[src/rtl/fmu_pkg.sv]
// Shared types, constants and tables of the fuzzy membership update block.
`timescale 1ns / 1ps
package fmu_pkg;

	localparam int MAX_CLUSTERS_DEF = 16;

	// configuration register indexes
	localparam logic [1:0] CFG_COUNT = 2'd0;
	localparam logic [1:0] CFG_EXPO  = 2'd1;
	localparam logic [1:0] CFG_TOL   = 2'd2;

	localparam logic [30:0] ONE_Q30 = 31'h4000_0000;

	typedef struct packed {
		logic [3:0]  cluster;
		logic [23:0] weight;
		logic [31:0] dissimilarity;
		logic        last_term;
	} in_t;

	typedef struct packed {
		logic [3:0]  cluster_index;
		logic [15:0] membership;
		logic        degenerate;
		logic        last;
	} out_t;

	typedef struct packed {
		logic       load_term;
		logic       acc;
		logic       rd_sum;
		logic       zchk;
		logic       fin_init;
		logic       emit_degen;
		logic       norm_load;
		logic       norm_shift;
		logic       sq_init;
		logic       sq_step;
		logic       amul;
		logic       rd_a;
		logic       exp_init;
		logic       exp_step;
		logic       exp_fin;
		logic       rd_pw;
		logic       div_init;
		logic       div_step;
		logic       emit_memb;
		logic       clear;
		logic       last_k;
		logic [3:0] k;
		logic [3:0] iter;
	} cmd_t;

	typedef struct packed {
		logic       last_term;
		logic       norm_top;
		logic       degen;
		logic       out_free;
		logic [4:0] cnt_eff;
	} stat_t;

	function automatic logic [63:0] isqrt64(logic [63:0] v_in);
		logic [63:0] v;
		logic [63:0] r;
		logic [63:0] b;
		v = v_in;
		r = '0;
		b = 64'd1 << 62;
		for (int j = 0; j < 32; j++) begin
			if (b > v)
				b = b >> 2;
		end
		for (int j = 0; j < 32; j++) begin
			if (b != 0) begin
				if (v >= r + b) begin
					v = v - (r + b);
					r = (r >> 1) + b;
				end else begin
					r = r >> 1;
				end
				b = b >> 2;
			end
		end
		return r;
	endfunction

	// 2^(-2^-i) in Q1.30, built as a chain of floor square roots
	function automatic logic [30:0] pow_entry(int i);
		logic [63:0] p;
		p = 64'd1 << 29;
		for (int j = 1; j <= 16; j++) begin
			if (j <= i)
				p = isqrt64(p << 30);
		end
		return p[30:0];
	endfunction

	localparam logic [30:0] POW_TAB [17] = '{
		pow_entry(0),  pow_entry(1),  pow_entry(2),  pow_entry(3),
		pow_entry(4),  pow_entry(5),  pow_entry(6),  pow_entry(7),
		pow_entry(8),  pow_entry(9),  pow_entry(10), pow_entry(11),
		pow_entry(12), pow_entry(13), pow_entry(14), pow_entry(15),
		pow_entry(16)
	};

	// rounded 1/a in Q1.15 for a tied clusters
	function automatic logic [15:0] recip_q15(logic [4:0] a);
		logic [15:0] v;
		case (a)
			5'd1:    v = 16'd32768;
			5'd2:    v = 16'd16384;
			5'd3:    v = 16'd10923;
			5'd4:    v = 16'd8192;
			5'd5:    v = 16'd6554;
			5'd6:    v = 16'd5461;
			5'd7:    v = 16'd4681;
			5'd8:    v = 16'd4096;
			5'd9:    v = 16'd3641;
			5'd10:   v = 16'd3277;
			5'd11:   v = 16'd2979;
			5'd12:   v = 16'd2731;
			5'd13:   v = 16'd2521;
			5'd14:   v = 16'd2341;
			5'd15:   v = 16'd2185;
			5'd16:   v = 16'd2048;
			default: v = 16'd0;
		endcase
		return v;
	endfunction

endpackage

[src/rtl/fmu_ctrl.sv]
// Controller: sequences accumulation and the per-cluster finish passes.
`timescale 1ns / 1ps
module fmu_ctrl (
	input  logic           clk,
	input  logic           arst_n,
	input  logic           in_valid,
	output logic           in_ready,
	input  fmu_pkg::stat_t st,
	output fmu_pkg::cmd_t  cmd
);

	typedef enum logic [20:0] {
		S_IDLE   = 21'h000001,
		S_ACC    = 21'h000002,
		S_ZRD    = 21'h000004,
		S_ZCHK   = 21'h000008,
		S_BRANCH = 21'h000010,
		S_DRD    = 21'h000020,
		S_DOUT   = 21'h000040,
		S_LRD    = 21'h000080,
		S_NORM   = 21'h000100,
		S_NSHIFT = 21'h000200,
		S_SQ     = 21'h000400,
		S_AMUL   = 21'h000800,
		S_ERD    = 21'h001000,
		S_ESET   = 21'h002000,
		S_EMUL   = 21'h004000,
		S_EFIN   = 21'h008000,
		S_ORD    = 21'h010000,
		S_DSET   = 21'h020000,
		S_DIV    = 21'h040000,
		S_OUT    = 21'h080000,
		S_CLR    = 21'h100000
	} state_t;

	state_t     state_q, state_d;
	logic [3:0] k_q, k_d;
	logic [3:0] iter_q, iter_d;
	logic       last_k;

	assign last_k   = 5'(k_q) == st.cnt_eff - 5'd1;
	assign in_ready = state_q == S_IDLE;

	always_comb begin
		state_d = state_q;
		k_d     = k_q;
		iter_d  = iter_q;
		cmd     = '0;
		cmd.k      = k_q;
		cmd.iter   = iter_q;
		cmd.last_k = last_k;
		unique case (state_q)
			S_IDLE: begin
				if (in_valid) begin
					cmd.load_term = 1'b1;
					state_d = S_ACC;
				end
			end
			S_ACC: begin
				cmd.acc = 1'b1;
				k_d = '0;
				state_d = st.last_term ? S_ZRD : S_IDLE;
			end
			S_ZRD: begin
				cmd.rd_sum = 1'b1;
				state_d = S_ZCHK;
			end
			S_ZCHK: begin
				cmd.zchk = 1'b1;
				if (last_k) begin
					state_d = S_BRANCH;
				end else begin
					k_d = k_q + 4'd1;
					state_d = S_ZRD;
				end
			end
			S_BRANCH: begin
				cmd.fin_init = 1'b1;
				k_d = '0;
				state_d = st.degen ? S_DRD : S_LRD;
			end
			S_DRD: begin
				cmd.rd_sum = 1'b1;
				state_d = S_DOUT;
			end
			S_DOUT: begin
				if (st.out_free) begin
					cmd.emit_degen = 1'b1;
					k_d = k_q + 4'd1;
					state_d = last_k ? S_CLR : S_DRD;
				end
			end
			S_LRD: begin
				cmd.rd_sum = 1'b1;
				state_d = S_NORM;
			end
			S_NORM: begin
				cmd.norm_load = 1'b1;
				state_d = S_NSHIFT;
			end
			S_NSHIFT: begin
				if (st.norm_top) begin
					cmd.sq_init = 1'b1;
					iter_d = 4'd15;
					state_d = S_SQ;
				end else begin
					cmd.norm_shift = 1'b1;
				end
			end
			S_SQ: begin
				cmd.sq_step = 1'b1;
				iter_d = iter_q - 4'd1;
				if (iter_q == 4'd0)
					state_d = S_AMUL;
			end
			S_AMUL: begin
				cmd.amul = 1'b1;
				if (last_k) begin
					k_d = '0;
					state_d = S_ERD;
				end else begin
					k_d = k_q + 4'd1;
					state_d = S_LRD;
				end
			end
			S_ERD: begin
				cmd.rd_a = 1'b1;
				state_d = S_ESET;
			end
			S_ESET: begin
				cmd.exp_init = 1'b1;
				iter_d = 4'd15;
				state_d = S_EMUL;
			end
			S_EMUL: begin
				cmd.exp_step = 1'b1;
				iter_d = iter_q - 4'd1;
				if (iter_q == 4'd0)
					state_d = S_EFIN;
			end
			S_EFIN: begin
				cmd.exp_fin = 1'b1;
				if (last_k) begin
					k_d = '0;
					state_d = S_ORD;
				end else begin
					k_d = k_q + 4'd1;
					state_d = S_ERD;
				end
			end
			S_ORD: begin
				cmd.rd_pw = 1'b1;
				state_d = S_DSET;
			end
			S_DSET: begin
				cmd.div_init = 1'b1;
				iter_d = 4'd15;
				state_d = S_DIV;
			end
			S_DIV: begin
				cmd.div_step = 1'b1;
				iter_d = iter_q - 4'd1;
				if (iter_q == 4'd0)
					state_d = S_OUT;
			end
			S_OUT: begin
				if (st.out_free) begin
					cmd.emit_memb = 1'b1;
					k_d = k_q + 4'd1;
					state_d = last_k ? S_CLR : S_ORD;
				end
			end
			S_CLR: begin
				cmd.clear = 1'b1;
				state_d = S_IDLE;
			end
			default: state_d = S_IDLE;
		endcase
	end

	always_ff @(posedge clk or negedge arst_n) begin
		if (!arst_n) begin
			state_q <= S_IDLE;
			k_q     <= '0;
			iter_q  <= '0;
		end else begin
			state_q <= state_d;
			k_q     <= k_d;
			iter_q  <= iter_d;
		end
	end

endmodule

[config.mk]
export PLATFORM = sky130hd
export DESIGN_NAME = fmu_ctrl
export DESIGN_NICKNAME = d
export VERILOG_FILES = /design/src/rtl/fmu_pkg.sv /design/src/rtl/fmu_ctrl.sv
export SDC_FILE = /design/constraint.sdc
export NUM_CORES = 1
export LEC_CHECK = 0
export BUFFER_PORTS_ARGS = -buffer_cell sky130_fd_sc_hd__buf_4
export CORE_ASPECT_RATIO = 1.25
export CORE_MARGIN = 2
export CORE_UTILIZATION = 45
export CTS_BUF_LIST = sky130_fd_sc_hd__clkbuf_4 sky130_fd_sc_hd__clkbuf_8 sky130_fd_sc_hd__clkbuf_16
export CTS_CLUSTER_SIZE = 12
export DETAILED_ROUTE_END_ITERATION = 8
export PLACE_DENSITY = 0.7
export SETUP_SLACK_MARGIN = 0.2
export SLEW_MARGIN = 10
export SYNTH_ARGS = -nofsm -noshare
export SYNTH_HDL_FRONTEND = slang
export SYNTH_SLANG_ARGS = --single-unit
[constraint.sdc]
create_clock -name clk -period 3.5 [get_ports clk]
set_clock_uncertainty 0.05 [all_clocks]
set_input_delay 0.35 -clock clk [delete_from_list [all_inputs] [get_ports clk]]
set_output_delay 0.35 -clock clk [all_outputs]
set_load 0.1 [all_outputs]
-- Word level (Yosys, flattened, before mapping)
Index checks and enable logic that the tools add are counted.
- add/subtract/negate cells: 3
- multiply operators: 0
- div/mod/pow operators: 0
- $lt $le $gt $ge: 0
- equal/unequal tests: 31
- shift-type cells: 0
- mux-type cells: 44
- bitwise gates (word level): 0
- reductions and logical operators: 12
- operator list (operator ; count):
    one-hot mux 21 bit (20 select lines) ; 1
    2-to-1 mux 21 bit ; 9
    2-to-1 mux 1 bit ; 22
    == test 21 x 1 -> 1 bit, second input constant ; 1
    == test 21 x 10 -> 1 bit, second input constant ; 1
    == test 21 x 11 -> 1 bit, second input constant ; 1
    == test 21 x 12 -> 1 bit, second input constant ; 1
    == test 21 x 13 -> 1 bit, second input constant ; 1
    == test 21 x 14 -> 1 bit, second input constant ; 1
    == test 21 x 15 -> 1 bit, second input constant ; 1
    == test 21 x 16 -> 1 bit, second input constant ; 1
    == test 21 x 17 -> 1 bit, second input constant ; 1
    == test 21 x 18 -> 1 bit, second input constant ; 1
    == test 21 x 19 -> 1 bit, second input constant ; 1
    == test 21 x 2 -> 1 bit, second input constant ; 1
    == test 21 x 20 -> 1 bit, second input constant ; 1
    == test 21 bit, second input constant ; 1
    == test 21 x 3 -> 1 bit, second input constant ; 1
    == test 21 x 4 -> 1 bit, second input constant ; 1
    == test 21 x 5 -> 1 bit, second input constant ; 1
    == test 21 x 6 -> 1 bit, second input constant ; 1
    == test 21 x 7 -> 1 bit, second input constant ; 1
    == test 21 x 8 -> 1 bit, second input constant ; 1
    == test 21 x 9 -> 1 bit, second input constant ; 1
    other kinds (23) ; 37
- flip-flop bits (word level): 29
- bits in latches: 0
- RAM bits: 0
- ROM bits: 0
- input bits: 12
- word-level logic and storage cells: 93
- memories kept: 0

-- Longest topological paths before layout
- word-level depth: 5
- mapped depth: 9
- depth with buffers taken out: 9

-- Least setup slack after synthesis
No wires, ideal clock.
- path kind: register to output
- from: reg state_q[2]
- to: out cmd[9] in the netlist's numbering
- arrival: 4.488 ns
- data required time: 3.100 ns
- setup slack: -1.388 ns
- cell stages (with the launch flop): 5
- cells stage by stage: dfrtp_1 -> nor4_1 -> nand3_1 -> clkbuf_8 -> nor4b_1
- RTL lines (element ; line ; source):
    start: declaration ; fmu_ctrl.sv:36 ; state_t state_q, state_d;
    start signal: assignment ; fmu_ctrl.sv:187 ; state_q <= state_d;
    end: declaration ; fmu_ctrl.sv:9 ; output fmu_pkg::cmd_t cmd

==> out/qor.yml <==
hold_path_class: "input port to flip-flop"
fillCellCount: 417
regToRegStartpoint: "state_q[10]"
fin_crit_sh: 0.852
post-place-ws_ps: 831
synth_edf_count: 0
syn2layout_area_growth_pct: 25.1
io_buffers: 41
max_freq_mhz: 336
netlist_instances: 227
nets: 290
cts_setup_buffers: 0
fp.dieW_microns: 64.4
reg2reg_slack_ps: 820
die_height_microns: 79.5
whs_endpoint: "state_q[7]"
final_core_util: 0.584
dp_hpwl_microns: 4350
path_clk_slew_ps: 60
period_needed_ps: 2980
max_cap_violations: 0
peakVddDrop_mv: 0.433
async_flop_share: 1.00
startpoint_type: "flip-flop"
yosys.cell_types.count: 57
slew_viol_final: 0
rows: 27
finalHoldViolCount: 0
tightest_slew_ps: 577
first_pass_iters: 4
synth_nets: 242
grt_first_pass_wirelength_microns: 9160
diodes: 0
holdWs_ps: 222
cts_tree: "yes"
fp.dieArea_sq_mm: 0.00512
synth-main-ff-cell: "dfrtp_1"
grt-ovfl-total: 0
status: "finished, final reports clean"
num_vias: 1969
multi_input_area_sq_mm: 0.00127
total_power_uw: 1410
relSlewSlack: 0.612
first_iter_violations: 114
io_pins: 42
drt_wl_total_microns: 5560
numCtsBuffers: 5
clock_path_buffers: 2
critPathMaxFanout: 8
reg2regPathDepth: 6
drc: 0
grt_pass1_vias: 1921
setup_slack_ps: 519
cts_resized: 0
synth_seq_cells: 29
synth_area_sq_mm: 0.00205
whs_path_depth: 2
ant_nets: 0
drive_gt1_frac: 0.292
core_sq_mm: 0.00439
arrival_ps: 2580
reg2reg_to: "k_q[2]"
clk_latency_ps: 280
hold_buffers: 1
p_leak_uw: 0.00121
clock-sinks: 29
cts_root_buf: "clkbuf_8"
wire_per_inst_microns: 16.8
setup-violations-final: 0
gp_congestion: 0.948
endpoint_kind: "primary output"
grt_setup_unrepaired: "false"
avgSynthCellArea_sq_um: 9.03
initial_core_util: 0.467
worstSetupPathType: "flip-flop to primary output"
p_per_area_mw_per_mm2: 548
antenna_found_initial: 0
final-seq-area_sq_um: 727
holdCritStartpoint: "st[6]"
required_ps: 3100
synth.yosys.seq_area_share: 0.354
avgViaCountPerCell: 5.93
yosysWarnings: 0
grt_start_max_net_pins: 30
grtUsageTotal: 0.234
htreeDepth: 2
-- registers in the layout, summed over array words and instances (netlist names) --
| register | count |
|---|---|
| iter_q | 4 |
| k_q | 4 |
| state_q | 21 |
-- layer usage --
| layer | global-route usage | up-vias | part of all wire |
|---|---|---|---|
| met5 | 0 | - | 0 |
| met4 | 0.109 | 0 | 0.024 |
| met3 | 0.0480 | 12 | 0.063 |
| met2 | 0.402 | 78 | 0.51 |
| met1 | 0.280 | 941 | 0.41 |
| li1 | - | 938 | - |
-- per-stage QoR --
| stage | TNS, ps | cell area (sq um) | instances |
|---|---|---|---|
| finish | 0 | 2570 | 332 |
| detailed placement | 0 | 2480 | 325 |
| global placement | 0 | 2480 | 325 |
| global route | 0 | 2570 | 332 |
| CTS | 0 | 2570 | 332 |
| floorplan | -1590 | 2120 | 227 |
-- cells by family (layout without fill, tap and decap cells) --
family	count (synthesis)	after routing	share of synthesized area
compound gates	26	26	0.0927
xor+xnor	9	9	0.0384
fa+ha+maj	3	3	0.0183
buf+inv	22	69	0.0598
flops	29	29	0.354
mux	7	7	0.0354
simple gates	131	131	0.401
-- critical path: stages (launching register included) --
cell     delay [ps]
dfrtp_1         480
or4_4           520
or3_1           340
or4_1           570
inv_1           100
buf_4           290
-- report_power, final --
part,leakage (uW),switching [uW],internal (uW)
Clock,0.0000399,120,130
Sequential,0.000380,53.1,374
Combinational,0.000787,527,202
Total,0.00121,700,706
-- synthesized netlist by cell type (2+ instances only) --
cell / instances / area (sq um)
a21o_1: 3 / 22.5
a21oi_1: 4 / 20.0
and2_1: 3 / 18.8
and4_1: 7 / 61.3
buf_6: 2 / 22.5
clkbuf_1: 2 / 7.51
clkbuf_8: 2 / 27.5
dfrtp_1: 28 / 701
ha_1: 3 / 37.5
inv_1: 14 / 52.6
mux2_2: 2 / 22.5
mux2i_1: 5 / 50.1
nand2_1: 22 / 82.6
nand2b_1: 2 / 12.5
nand3_1: 12 / 60.1
nand4_1: 7 / 43.8
nand4b_1: 4 / 35.0
nor2_1: 19 / 71.3
nor2b_1: 2 / 12.5
nor3_1: 15 / 75.1
nor3_2: 2 / 20.0
nor3b_1: 8 / 60.1
nor4_1: 6 / 37.5
nor4b_1: 3 / 26.3
o21ai_0: 5 / 25.0
o22ai_1: 3 / 18.8
or3_1: 2 / 12.5
or4_1: 4 / 30.0
xnor2_1: 5 / 43.8
xor2_1: 4 / 35.0
-- layout by cell type (no fill, tap or decap), drive strengths merged, types with 5 or more instances in the layout --
master / instances
and4: 7
buf: 48
clkbuf: 5
dfrtp: 28
inv: 14
mux2i: 5
nand2: 22
nand3: 12
nand4: 8
nand4b: 5
nor2: 20
nor3: 17
nor3b: 9
nor4: 8
o21ai: 5
or4: 5
xnor2: 5
-- layout make-up --
type / instances / area share
sequential: 29 / 0.283
multi-input combinational: 176 / 0.495
inverter: 14 / 0.0205
timing repair buffer: 49 / 0.144
tap: 58 / 0.0283
clock buffer: 5 / 0.0268
clock inverter: 1 / 0.00195
-- worst max-delay path by stage --
stage                           start  slack (ps)  cells after the start       to
after floorplan            state_q[5]        -460                      4  cmd[12]
after global placement    state_q[10]         840                      6   k_q[2]
after detailed placement  state_q[10]         830                      6   k_q[2]
after CTS                 state_q[10]         530                      5  cmd[25]
after global routing      state_q[10]         310                      5  cmd[26]
final                     state_q[10]         520                      5  cmd[25]
(Power assumes the default switching activity.)
